## src/hw/rtl/crfw_pkg.sv

```systemverilog
// Shared types and constants of the clipped rectangle fill writer.
package crfw_pkg;

    typedef enum logic [2:0] {
        ST_IDLE,
        ST_CMD_MUL,
        ST_CMD_CHK,
        ST_ROW_MUL,
        ST_ROW_ADD
    } state_t;

    typedef enum logic [1:0] {
        STATUS_ACCEPTED = 2'd0,
        STATUS_REJECTED = 2'd1,
        STATUS_WRITE    = 2'd2,
        STATUS_IDLE     = 2'd3
    } status_t;

    localparam logic KIND_CMD     = 1'b0;
    localparam logic KIND_ADVANCE = 1'b1;

    localparam logic [1:0] LAYOUT_RGBX    = 2'd0;
    localparam logic [1:0] LAYOUT_BGRX    = 2'd1;
    localparam logic [1:0] LAYOUT_BGR     = 2'd2;
    localparam logic [1:0] LAYOUT_INVALID = 2'd3;

    localparam int CFG_INDEX_BITS = 3;
    localparam logic [CFG_INDEX_BITS-1:0] REG_FRAME_BASE   = 3'd0;
    localparam logic [CFG_INDEX_BITS-1:0] REG_FRAME_BYTES  = 3'd1;
    localparam logic [CFG_INDEX_BITS-1:0] REG_FRAME_WIDTH  = 3'd2;
    localparam logic [CFG_INDEX_BITS-1:0] REG_FRAME_HEIGHT = 3'd3;
    localparam logic [CFG_INDEX_BITS-1:0] REG_LINE_STRIDE  = 3'd4;
    localparam logic [CFG_INDEX_BITS-1:0] REG_PIXEL_LAYOUT = 3'd5;

    localparam int BYTES_BITS = 32;
    localparam int COLOR_BITS = 24;
    localparam int DATA_BITS  = 32;
    localparam int COUNT_BITS = 3;

    typedef struct packed {
        logic load_cmd;   // latch command, abandon fill
        logic mul;        // register row and area products
        logic cmd_done;   // check command, arm fill, load result
        logic advance;    // emit pixel write, step position
        logic idle_out;   // load idle result
        logic row_addr;   // load next row address
    } cmd_t;

    typedef struct packed {
        logic busy;
        logic row_wrap;
    } stat_t;

endpackage

```

## src/hw/rtl/crfw_ctrl.sv

```systemverilog
// Controller state machine: sequences command checks, pixel writes and row steps.
module crfw_ctrl
(
    input  logic           clk,
    input  logic           rst_n,
    input  logic           in_valid,
    input  logic           in_kind,
    output logic           in_stall,
    output logic           out_valid,
    input  logic           out_stall,
    input  crfw_pkg::stat_t stat,
    output crfw_pkg::cmd_t  cmd
);

    crfw_pkg::state_t state_reg;
    crfw_pkg::state_t state_next;
    logic             out_valid_reg;
    logic             out_valid_next;
    logic             in_take;
    logic             out_load;

    assign in_stall  = (state_reg != crfw_pkg::ST_IDLE) || (out_valid_reg && out_stall);
    assign in_take   = in_valid && !in_stall;
    assign out_valid = out_valid_reg;
    assign out_load  = cmd.advance || cmd.idle_out || cmd.cmd_done;

    always_ff @(posedge clk or negedge rst_n)
    begin
        if (!rst_n)
        begin
            state_reg     <= crfw_pkg::ST_IDLE;
            out_valid_reg <= 1'b0;
        end
        else
        begin
            state_reg     <= state_next;
            out_valid_reg <= out_valid_next;
        end
    end

    always_comb
    begin
        state_next     = state_reg;
        cmd            = '0;
        unique case (state_reg)
            crfw_pkg::ST_IDLE:
            begin
                if (in_take)
                begin
                    if (in_kind == crfw_pkg::KIND_CMD)
                    begin
                        cmd.load_cmd = 1'b1;
                        state_next   = crfw_pkg::ST_CMD_MUL;
                    end
                    else if (stat.busy)
                    begin
                        cmd.advance = 1'b1;
                        if (stat.row_wrap)
                        begin
                            state_next = crfw_pkg::ST_ROW_MUL;
                        end
                    end
                    else
                    begin
                        cmd.idle_out = 1'b1;
                    end
                end
            end
            crfw_pkg::ST_CMD_MUL:
            begin
                cmd.mul    = 1'b1;
                state_next = crfw_pkg::ST_CMD_CHK;
            end
            crfw_pkg::ST_CMD_CHK:
            begin
                cmd.cmd_done = 1'b1;
                state_next   = crfw_pkg::ST_IDLE;
            end
            crfw_pkg::ST_ROW_MUL:
            begin
                cmd.mul    = 1'b1;
                state_next = crfw_pkg::ST_ROW_ADD;
            end
            crfw_pkg::ST_ROW_ADD:
            begin
                cmd.row_addr = 1'b1;
                state_next   = crfw_pkg::ST_IDLE;
            end
            default:
            begin
                state_next = crfw_pkg::ST_IDLE;
            end
        endcase
        out_valid_next = out_load || (out_valid_reg && out_stall);
    end

endmodule

```

## src/hw/rtl/crfw_dp.sv

```systemverilog
// Datapath: layout registers, fill position, address arithmetic and result register.
module crfw_dp
#(
    parameter int COORD_BITS = 14,
    parameter int ADDR_BITS  = 48
)
(
    input  logic                                clk,
    input  logic                                rst_n,
    input  logic                                cfg_we,
    input  logic [crfw_pkg::CFG_INDEX_BITS-1:0] cfg_index,
    input  logic [ADDR_BITS-1:0]                cfg_data,
    input  logic [COORD_BITS-1:0]               left,
    input  logic [COORD_BITS-1:0]               top,
    input  logic [COORD_BITS-1:0]               rect_width,
    input  logic [COORD_BITS-1:0]               rect_height,
    input  logic [crfw_pkg::COLOR_BITS-1:0]     color,
    input  crfw_pkg::cmd_t                      cmd,
    output crfw_pkg::stat_t                     stat,
    output logic [1:0]                          status,
    output logic [ADDR_BITS-1:0]                write_address,
    output logic [crfw_pkg::DATA_BITS-1:0]      write_data,
    output logic [crfw_pkg::COUNT_BITS-1:0]     byte_count,
    output logic                                last_write
);

    localparam int C      = COORD_BITS;
    localparam int A      = ADDR_BITS;
    localparam int MUL_W  = 2 * C;
    localparam int LIN_W  = 2 * C + 1;
    localparam int OFF_W  = 2 * C + 3;
    localparam int SUM_W  = (A > OFF_W) ? A : OFF_W;
    localparam int CMP_W  = (OFF_W > crfw_pkg::BYTES_BITS) ? OFF_W : crfw_pkg::BYTES_BITS;
    localparam int COL_W  = C + 2;

    // layout registers
    logic [A-1:0]                    frame_base_reg;
    logic [crfw_pkg::BYTES_BITS-1:0] frame_bytes_reg;
    logic [C-1:0]                    frame_width_reg;
    logic [C-1:0]                    frame_height_reg;
    logic [C-1:0]                    line_stride_reg;
    logic [1:0]                      pixel_layout_reg;

    // fill state
    logic                            busy_reg;
    logic [C-1:0]                    cur_col_reg;
    logic [C-1:0]                    cur_row_reg;
    logic [C-1:0]                    start_col_reg;
    logic [C:0]                      end_col_reg;
    logic [C:0]                      end_row_reg;
    logic [crfw_pkg::COLOR_BITS-1:0] fill_color_reg;
    logic [A-1:0]                    row_address_reg;

    // command latch and products
    logic [C-1:0]                    req_w_reg;
    logic [C-1:0]                    req_h_reg;
    logic [crfw_pkg::COLOR_BITS-1:0] req_color_reg;
    logic [MUL_W-1:0]                off_reg;
    logic [MUL_W-1:0]                area_reg;

    // result register
    logic [1:0]                      status_reg;
    logic [A-1:0]                    addr_reg;
    logic [crfw_pkg::DATA_BITS-1:0]  data_reg;
    logic [crfw_pkg::COUNT_BITS-1:0] count_reg;
    logic                            last_reg;

    logic [crfw_pkg::COUNT_BITS-1:0] bpp;
    logic [OFF_W-1:0]                area_ext;
    logic [OFF_W-1:0]                need;
    logic [LIN_W-1:0]                lin;
    logic [OFF_W-1:0]                lin_ext;
    logic [OFF_W-1:0]                off_bytes;
    logic [A-1:0]                    row_addr_calc;
    logic                            layout_ok;
    logic                            cmd_ok;
    logic [C-1:0]                    width_left;
    logic [C-1:0]                    height_left;
    logic [C:0]                      end_col_calc;
    logic [C:0]                      end_row_calc;
    logic [C-1:0]                    col_diff;
    logic [COL_W-1:0]                col_ext;
    logic [COL_W-1:0]                col_bytes;
    logic [A-1:0]                    pix_addr;
    logic [crfw_pkg::DATA_BITS-1:0]  pix_data;
    logic                            col_end;
    logic                            row_end;
    logic [7:0]                      red;
    logic [7:0]                      green;
    logic [7:0]                      blue;

    always_comb
    begin
        unique case (pixel_layout_reg)
            crfw_pkg::LAYOUT_RGBX,
            crfw_pkg::LAYOUT_BGRX:
            begin
                bpp = 3'd4;
            end
            crfw_pkg::LAYOUT_BGR:
            begin
                bpp = 3'd3;
            end
            default:
            begin
                bpp = 3'd0;
            end
        endcase
    end

    // bytes needed by the frame and byte offset of the row start
    always_comb
    begin
        area_ext = OFF_W'(area_reg);
        lin      = LIN_W'(off_reg) + LIN_W'(start_col_reg);
        lin_ext  = OFF_W'(lin);
        unique case (pixel_layout_reg)
            crfw_pkg::LAYOUT_RGBX,
            crfw_pkg::LAYOUT_BGRX:
            begin
                need      = area_ext << 2;
                off_bytes = lin_ext << 2;
            end
            crfw_pkg::LAYOUT_BGR:
            begin
                need      = area_ext + (area_ext << 1);
                off_bytes = lin_ext + (lin_ext << 1);
            end
            default:
            begin
                need      = '0;
                off_bytes = '0;
            end
        endcase
    end

    assign row_addr_calc = A'(SUM_W'(frame_base_reg) + SUM_W'(off_bytes));

    assign layout_ok = (frame_base_reg != '0) && (frame_width_reg != '0)
                    && (frame_height_reg != '0) && (line_stride_reg >= frame_width_reg)
                    && (pixel_layout_reg != crfw_pkg::LAYOUT_INVALID)
                    && (CMP_W'(need) <= CMP_W'(frame_bytes_reg));

    assign cmd_ok = layout_ok && (req_w_reg != '0) && (req_h_reg != '0)
                 && (start_col_reg < frame_width_reg) && (cur_row_reg < frame_height_reg);

    assign width_left   = frame_width_reg - start_col_reg;
    assign height_left  = frame_height_reg - cur_row_reg;
    assign end_col_calc = (req_w_reg > width_left) ? (C+1)'(frame_width_reg)
                        : (C+1)'(start_col_reg) + (C+1)'(req_w_reg);
    assign end_row_calc = (req_h_reg > height_left) ? (C+1)'(frame_height_reg)
                        : (C+1)'(cur_row_reg) + (C+1)'(req_h_reg);

    // pixel write
    assign col_diff = cur_col_reg - start_col_reg;
    assign col_ext  = COL_W'(col_diff);

    always_comb
    begin
        unique case (pixel_layout_reg)
            crfw_pkg::LAYOUT_RGBX,
            crfw_pkg::LAYOUT_BGRX:
            begin
                col_bytes = col_ext << 2;
            end
            crfw_pkg::LAYOUT_BGR:
            begin
                col_bytes = col_ext + (col_ext << 1);
            end
            default:
            begin
                col_bytes = '0;
            end
        endcase
    end

    assign pix_addr = row_address_reg + A'(col_bytes);
    assign red      = fill_color_reg[23:16];
    assign green    = fill_color_reg[15:8];
    assign blue     = fill_color_reg[7:0];

    always_comb
    begin
        unique case (pixel_layout_reg)
            crfw_pkg::LAYOUT_RGBX:
            begin
                pix_data = {8'h00, blue, green, red};
            end
            crfw_pkg::LAYOUT_BGRX,
            crfw_pkg::LAYOUT_BGR:
            begin
                pix_data = {8'h00, red, green, blue};
            end
            default:
            begin
                pix_data = '0;
            end
        endcase
    end

    assign col_end = ((C+1)'(cur_col_reg) + (C+1)'(1)) >= end_col_reg;
    assign row_end = ((C+1)'(cur_row_reg) + (C+1)'(1)) >= end_row_reg;

    assign stat.busy     = busy_reg;
    assign stat.row_wrap = col_end && !row_end;

    always_ff @(posedge clk or negedge rst_n)
    begin
        if (!rst_n)
        begin
            frame_base_reg   <= '0;
            frame_bytes_reg  <= '0;
            frame_width_reg  <= '0;
            frame_height_reg <= '0;
            line_stride_reg  <= '0;
            pixel_layout_reg <= crfw_pkg::LAYOUT_INVALID;
        end
        else if (cfg_we)
        begin
            unique case (cfg_index)
                crfw_pkg::REG_FRAME_BASE:   frame_base_reg   <= cfg_data;
                crfw_pkg::REG_FRAME_BYTES:  frame_bytes_reg  <= cfg_data[crfw_pkg::BYTES_BITS-1:0];
                crfw_pkg::REG_FRAME_WIDTH:  frame_width_reg  <= cfg_data[C-1:0];
                crfw_pkg::REG_FRAME_HEIGHT: frame_height_reg <= cfg_data[C-1:0];
                crfw_pkg::REG_LINE_STRIDE:  line_stride_reg  <= cfg_data[C-1:0];
                crfw_pkg::REG_PIXEL_LAYOUT: pixel_layout_reg <= cfg_data[1:0];
                default:
                begin
                end
            endcase
        end
    end

    always_ff @(posedge clk or negedge rst_n)
    begin
        if (!rst_n)
        begin
            busy_reg        <= 1'b0;
            cur_col_reg     <= '0;
            cur_row_reg     <= '0;
            start_col_reg   <= '0;
            end_col_reg     <= '0;
            end_row_reg     <= '0;
            fill_color_reg  <= '0;
            row_address_reg <= '0;
        end
        else
        begin
            if (cmd.load_cmd)
            begin
                busy_reg      <= 1'b0;
                cur_col_reg   <= left;
                start_col_reg <= left;
                cur_row_reg   <= top;
            end
            if (cmd.cmd_done && cmd_ok)
            begin
                busy_reg        <= 1'b1;
                end_col_reg     <= end_col_calc;
                end_row_reg     <= end_row_calc;
                fill_color_reg  <= req_color_reg;
                row_address_reg <= row_addr_calc;
            end
            if (cmd.row_addr)
            begin
                row_address_reg <= row_addr_calc;
            end
            if (cmd.advance)
            begin
                if (col_end)
                begin
                    if (row_end)
                    begin
                        busy_reg <= 1'b0;
                    end
                    else
                    begin
                        cur_row_reg <= cur_row_reg + C'(1);
                        cur_col_reg <= start_col_reg;
                    end
                end
                else
                begin
                    cur_col_reg <= cur_col_reg + C'(1);
                end
            end
        end
    end

    always_ff @(posedge clk)
    begin
        if (cmd.load_cmd)
        begin
            req_w_reg     <= rect_width;
            req_h_reg     <= rect_height;
            req_color_reg <= color;
        end
        if (cmd.mul)
        begin
            off_reg  <= MUL_W'(cur_row_reg) * MUL_W'(line_stride_reg);
            area_reg <= MUL_W'(line_stride_reg) * MUL_W'(frame_height_reg);
        end
        if (cmd.cmd_done)
        begin
            status_reg <= cmd_ok ? crfw_pkg::STATUS_ACCEPTED : crfw_pkg::STATUS_REJECTED;
            addr_reg   <= '0;
            data_reg   <= '0;
            count_reg  <= '0;
            last_reg   <= 1'b0;
        end
        else if (cmd.idle_out)
        begin
            status_reg <= crfw_pkg::STATUS_IDLE;
            addr_reg   <= '0;
            data_reg   <= '0;
            count_reg  <= '0;
            last_reg   <= 1'b0;
        end
        else if (cmd.advance)
        begin
            status_reg <= crfw_pkg::STATUS_WRITE;
            addr_reg   <= pix_addr;
            data_reg   <= pix_data;
            count_reg  <= bpp;
            last_reg   <= col_end && row_end;
        end
    end

    assign status        = status_reg;
    assign write_address = addr_reg;
    assign write_data    = data_reg;
    assign byte_count    = count_reg;
    assign last_write    = last_reg;

endmodule

```

## src/hw/rtl/clipped_rect_fill_writer_core.sv

```systemverilog
// Top level of the clipped rectangle fill writer: controller plus datapath.
//
// channel  direction  handshake             payload
// in       input      in_valid / in_stall   kind, left, top, rect_width, rect_height, color
// out      output     out_valid / out_stall status, write_address, write_data, byte_count,
//                                           last_write
// cfg      input      cfg_we                cfg_index, cfg_data
//
// Pixel writes within a line and idle advances are taken back to back unless out stalls.
// An advance that ends any line but the last fetches the next line address through the
// row multiplier in ST_ROW_MUL, ST_ROW_ADD; a command forms products, then is checked.
// One result register separates the sides; in_stall rises while it is stalled or outside ST_IDLE.
// rst_n clears the controller, fill state and layout registers asynchronously.
module clipped_rect_fill_writer_core
#(
    parameter int COORD_BITS = 14,
    parameter int ADDR_BITS  = 48
)
(
    input  logic                                clk,
    input  logic                                rst_n,
    input  logic                                cfg_we,
    input  logic [crfw_pkg::CFG_INDEX_BITS-1:0] cfg_index,
    input  logic [ADDR_BITS-1:0]                cfg_data,
    input  logic                                in_valid,
    output logic                                in_stall,
    input  logic                                kind,
    input  logic [COORD_BITS-1:0]               left,
    input  logic [COORD_BITS-1:0]               top,
    input  logic [COORD_BITS-1:0]               rect_width,
    input  logic [COORD_BITS-1:0]               rect_height,
    input  logic [crfw_pkg::COLOR_BITS-1:0]     color,
    output logic                                out_valid,
    input  logic                                out_stall,
    output logic [1:0]                          status,
    output logic [ADDR_BITS-1:0]                write_address,
    output logic [crfw_pkg::DATA_BITS-1:0]      write_data,
    output logic [crfw_pkg::COUNT_BITS-1:0]     byte_count,
    output logic                                last_write
);

    crfw_pkg::cmd_t  cmd;
    crfw_pkg::stat_t stat;

    crfw_ctrl u_ctrl
    (
        .clk       (clk),
        .rst_n     (rst_n),
        .in_valid  (in_valid),
        .in_kind   (kind),
        .in_stall  (in_stall),
        .out_valid (out_valid),
        .out_stall (out_stall),
        .stat      (stat),
        .cmd       (cmd)
    );

    crfw_dp
    #(
        .COORD_BITS (COORD_BITS),
        .ADDR_BITS  (ADDR_BITS)
    )
    u_dp
    (
        .clk           (clk),
        .rst_n         (rst_n),
        .cfg_we        (cfg_we),
        .cfg_index     (cfg_index),
        .cfg_data      (cfg_data),
        .left          (left),
        .top           (top),
        .rect_width    (rect_width),
        .rect_height   (rect_height),
        .color         (color),
        .cmd           (cmd),
        .stat          (stat),
        .status        (status),
        .write_address (write_address),
        .write_data    (write_data),
        .byte_count    (byte_count),
        .last_write    (last_write)
    );

    a_cmd_holds_input: assert property (@(posedge clk) disable iff (!rst_n)
        in_valid && !in_stall && kind == crfw_pkg::KIND_CMD |=> in_stall)
        else $error("input not held during command check");

    a_cmd_result: assert property (@(posedge clk) disable iff (!rst_n)
        in_valid && !in_stall && kind == crfw_pkg::KIND_CMD |-> ##3
        out_valid && (status == crfw_pkg::STATUS_ACCEPTED
                      || status == crfw_pkg::STATUS_REJECTED))
        else $error("command result missing");

    a_adv_result: assert property (@(posedge clk) disable iff (!rst_n)
        in_valid && !in_stall && kind == crfw_pkg::KIND_ADVANCE |=>
        out_valid && (status == crfw_pkg::STATUS_WRITE || status == crfw_pkg::STATUS_IDLE))
        else $error("advance result missing");

endmodule
```

## config.mk

```make
export PLATFORM = sky130hd
export DESIGN_NAME = clipped_rect_fill_writer_core
export DESIGN_NICKNAME = d
export VERILOG_FILES = /design/src/hw/rtl/crfw_pkg.sv /design/src/hw/rtl/crfw_ctrl.sv /design/src/hw/rtl/crfw_dp.sv /design/src/hw/rtl/clipped_rect_fill_writer_core.sv
export SDC_FILE = /design/constraint.sdc
export NUM_CORES = 2
export LEC_CHECK = 0
export ABC_AREA = 0
export ABC_CLOCK_PERIOD_IN_PS = 16030
export BUFFER_PORTS_ARGS = -buffer_cell sky130_fd_sc_hd__buf_2
export CORE_UTILIZATION = 30
export DETAILED_ROUTE_END_ITERATION = 16
export GPL_ROUTABILITY_DRIVEN = 0
export PLACE_DENSITY = 0.46
export SKIP_CTS_REPAIR_TIMING = 1
export SLEW_MARGIN = 15
export SYNTH_ARGS = -nofsm -noshare
export SYNTH_HDL_FRONTEND = slang
export SYNTH_SLANG_ARGS = --single-unit
```

## constraint.sdc

```tcl
create_clock -name clk -period 16.03 [get_ports clk]
set_input_delay 3.206 -clock clk [delete_from_list [all_inputs] [get_ports clk]]
set_output_delay 3.206 -clock clk [all_outputs]
set_load 0.1 [all_outputs]
```

# Word-level counts from Yosys, hierarchy flattened

Index checks and enable logic that the tools add are counted.

Register bits: 467
Latch bits: 0
RAM bits: 0
Memory bits (read-only): 0
Bits of input ports: 137
Output and inout bits: 88
Logic and storage cells: 150
Memories kept: 0

Add/sub/neg operators: 15
Multipliers: 2
Divide/modulo/power cells: 0
$lt $le $gt $ge: 8
Equal/unequal tests: 15
Shift-type cells: 0
Multiplexer cells: 42
Bitwise operators: 0
Reductions and logical operators: 42

Operator list:

| operator                                                         | number |
|---|---|
| 31-bit case mux with 2 select lines                              | 2 |
| 14-bit two-way mux                                               | 8 |
| 48-bit two-way mux                                               | 2 |
| 14-bit by 14-bit multiplier with 28-bit output                   | 2 |
| 14-bit nonzero test                                              | 4 |
| 48-bit by 16-bit adder with 48-bit output                        | 1 |
| 48-bit by 31-bit adder with 48-bit output                        | 1 |
| 24-bit case mux with 2 select lines                              | 1 |
| 48-bit nonzero test                                              | 1 |
| 14-bit subtractor                                                | 3 |
| 31-bit by 32-bit <= comparator with 1-bit output                 | 1 |
| 16-bit case mux with 2 select lines                              | 1 |
| 29-bit by 30-bit adder with 31-bit output                        | 1 |
| 14-bit by 1-bit adder with 15-bit output (second input constant) | 2 |
| 14-bit by 14-bit adder with 15-bit output                        | 2 |
| 28-bit by 29-bit adder with 30-bit output                        | 1 |
| 15-bit greater-or-equal comparator                               | 2 |
| 15-bit two-way mux                                               | 2 |
| 28-bit by 14-bit adder with 29-bit output                        | 1 |
| 14-bit by 1-bit adder with 14-bit output (second input constant) | 2 |
| 14-bit greater-than comparator                                   | 2 |
| 14-bit < comparator                                              | 2 |
| 14-bit by 15-bit adder with 16-bit output                        | 1 |
| 14-bit greater-or-equal comparator                               | 1 |
| 24 further kinds                                                 | 78 |

# Logic depth before layout (Yosys ltp)

Depth in word-level cells: 15
Depth in mapped cells: 34
Mapped depth without buffers: 32

# Modules after synthesis

From an unflattened synthesis, not the netlist that was laid out.

Cell total of the unflattened synthesis: 4,761
Area, all modules: 43,742.0 um^2

By module, submodules not included:

| module    | times used | cells an instance | area an instance (um^2) | seq. area each (um^2) |
|---|---|---|---|---|
| crfw_dp   | 1          | 4,739             | 43,519.2                | 11,538.6 |
| crfw_ctrl | 1          | 22                | 222.7                   | 100.1 |

# Worst setup path before layout

No wires, ideal clock.

Kind: input to output
Start point: input out_stall
End point: output in_stall
Data arrival time: 4.474 ns
Required time: 12.824 ns
Setup slack: 8.350 ns
Stages: 2
Path buffers: 0
Cells stage by stage: a2111oi_0 inv_1

Cells in the longest elaborated chain, start to end: 2

Ends and longest elaborated chain:

| item              | line                                | text |
|---|---|---|
| from (decl)       | clipped_rect_fill_writer_core.sv:34 | `input logic out_stall,` |
| 1-bit logical AND | crfw_ctrl.sv:22                     | `assign in_stall = (state_reg != crfw_pkg::ST_IDLE) \|\| (out_valid_reg && out_stall);` |
| 1-bit logical OR  | crfw_ctrl.sv:22                     |  |
| to (decl)         | clipped_rect_fill_writer_core.sv:26 | `output logic in_stall,` |

No other way between the ends.

# Worst setup path in the final report

Same ends and word-level chain as after synthesis.

==> results_dict.tcl <==
set metrics [dict create \
    skew_ns 0.0447 \
    htree_levels 2 \
    yosysTopAreaCell "dfrtp_1" \
    synth_seq_cells 458 \
    synthTopCellsByCount "539 x nand2_1, 522 x inv_1, 493 x ha_1" \
    clock_latency_ns 0.69 \
    ys_types 99 \
    cts_buffers 56 \
    die-area_um2 148000 \
    endpoint "in_stall" \
    start_util 0.304 \
    tightest_slew_ns 1.06 \
    synth-edff-count 110 \
    row_count 139 \
    fin_crit_ns 7.59 \
    yosys-top-cells-area "dfrtp_1 15%, ha_1 14%, fa_1 13%" \
    arrival_ns 4.38 \
    cts.sinks 458 \
    grt_usage 0.183 \
    syn_area_um2 43800 \
    grt_max_degree 131 \
    r2r_end "u_dp.row_address_reg[47]" \
    clockBufferDepth 3 \
    nNetsFinal 5846 \
    ys_warn_count 0 \
    post-route-util 0.341 \
    fp.dieW_um 384 \
    cp_cell_sequence "buf_2 > a2111oi_1 > inv_1 > buf_2" \
    synth_top_area_frac 0.155 \
    cpMostUsedCell "buf_2" \
    tritoncts "done" \
    postRouteAntennaNets 0 \
    synth_ff_type "dfrtp_1" \
    critPathMaxStageDelay_ns 0.64 \
    portBuffers 216 \
    criticalPathCategory "in -> out" \
    avgRoutedWirePerCell_um 19.9 \
    outcome "finished clean" \
    rsz0062_at_grt "no" \
    worst_hold_slack_ns 0.450 \
    avgViaCountPerCell 5.01 \
    hold_viol 0 \
    die_h_um 384 \
    ys_async_sr_fraction 0.596 \
    clk_pin_slew_worst_paths_ns 0.06 \
    drc 0 \
    dr.pass1.iters 6 \
    drv_slew 0 \
    gr-total-overflow 0 \
    antenna_found_initial 17 \
    vias 34400 \
    grt_pass1_wl_um 209000 \
    end_kind "primary output" \
    setup_tns_ns 0 \
    r2r-start "u_dp.start_col_reg[0]" \
    root_buffer "clkbuf_16" \
    syn_to_final_growth_pct 12.1 \
    grt_pass1_vias 33900 \
    max-cap-violations 0 \
    path_max_fanout 4 \
    synth.most_common_cell "nand2_1" \
    layout-drive-gt1-share 0.115 \
    critPathLaunchType "primary input" \
    setup_violations 0 \
    clock.fmax_mhz 132 \
    min_period_over_period 0.473 \
    max_slew_margin 0.291 \
    core_area_um2 144000 \
    reg2reg_slack_ns 8.49 \
    cp-startpoint "out_stall" \
    ios 225 \
    slowest_stage "a2111oi_1" \
    hold_path.class "reg -> reg" \
    dp_hpwl_um 106000 \
    required_ns 12.82 \
    ys_seq_area_frac 0.266 \
    synthCells 4780 \
    drtIter0Drc 2012 \
    worstRegToRegCells 32 \
    totalWireLength_um 137000 \
    syn_avg_cell_area_um2 9.17 \
]
## area by class of cell
| type | instances | area, µm² |
|---|---|---|
| Antenna cell | 1 | 2.50 |
| Timing Repair Buffer | 274 | 1550 |
| Tap cell | 1903 | 2380 |
| Multi-Input combinational cell | 3609 | 29600 |
| Clock buffer | 68 | 1550 |
| Inverter | 524 | 1970 |
| Clock inverter | 38 | 455 |
| Sequential cell | 458 | 11600 |
| Fill cell | 15000 | 95100 |
## worst min-delay path by stage
stage / cells after the start / slack, ns / start / end
final: 2 / 0.45 / u_dp.write_data[6] / u_dp.write_data[6]
after global routing: 2 / 0.49 / u_dp.write_data[5] / u_dp.write_data[5]
after CTS: 2 / 0.45 / u_dp.write_address[8] / u_dp.write_address[8]
after detailed placement: 2 / 0.44 / u_dp.write_data[6] / u_dp.write_data[6]
after global placement: 2 / 0.43 / u_dp.write_data[23] / u_dp.write_data[23]
after floorplan: 1 / 0.45 / u_ctrl.state_reg[1] / u_ctrl.state_reg[1]
## cell usage in the layout, fill, tap and decap left out, types with 20 or more instances in the layout
master / instances
o21ai_1: 25
xnor2_1: 187
nor3_1: 44
mux2i_1: 21
buf_4: 56
a21o_1: 107
a21boi_0: 30
o21bai_1: 33
a211oi_1: 50
and3_1: 43
a21oi_1: 227
nor2_1: 262
a22oi_1: 20
nand3_1: 85
a22o_1: 21
fa_1: 293
dfrtp_1: 271
ha_1: 493
nor4_1: 46
buf_2: 215
dfxtp_1: 75
nand2_1: 539
clkbuf_16: 58
nand4_1: 61
a31oi_1: 28
inv_1: 521
nor2b_1: 38
mux2_2: 146
o21ai_0: 222
xor2_1: 83
o21a_1: 41
nand2b_1: 31
and2_1: 167
edfxtp_1: 110
## critical path, delay by kind of cell
family                 cells  cell delay [ns]
AO/OA/AOI/OAI              1             0.64
buffers and inverters      3             0.52
## layer usage
layer / vias up / part of all wire / global-route usage
met5: - / 0 / 0
met4: 0 / 0.019 / 0.0384
met3: 128 / 0.042 / 0.0183
met2: 734 / 0.45 / 0.296
met1: 16900 / 0.49 / 0.264
li1: 16700 / - / -
## cells by family (layout without fill, tap and decap cells)
group / Yosys count / count (layout) / synth area share
xor+xnor: 274 / 274 / 0.0559
simple gates: 1391 / 1391 / 0.151
other cells: 1 / 9 / 0.0000856
flops: 458 / 458 / 0.266
fa+ha+maj: 786 / 786 / 0.275
compound gates: 981 / 981 / 0.147
mux: 169 / 169 / 0.0428
buf+inv: 720 / 904 / 0.0626
## through the flow
step,setup slack [ns],instance area (µm²),std cells
3_5_place_dp,8.43,47100,6767
5_1_grt,7.91,49100,6874
4_1_cts,8.43,49100,6873
2_1_floorplan,8.35,43800,4787
6_report,8.44,49100,6875
3_3_place_gp,8.43,47100,6767
Power is left out: the tool's default activity adds up to more than one toggle a clock period on the data nets, which glitch-free logic cannot reach.
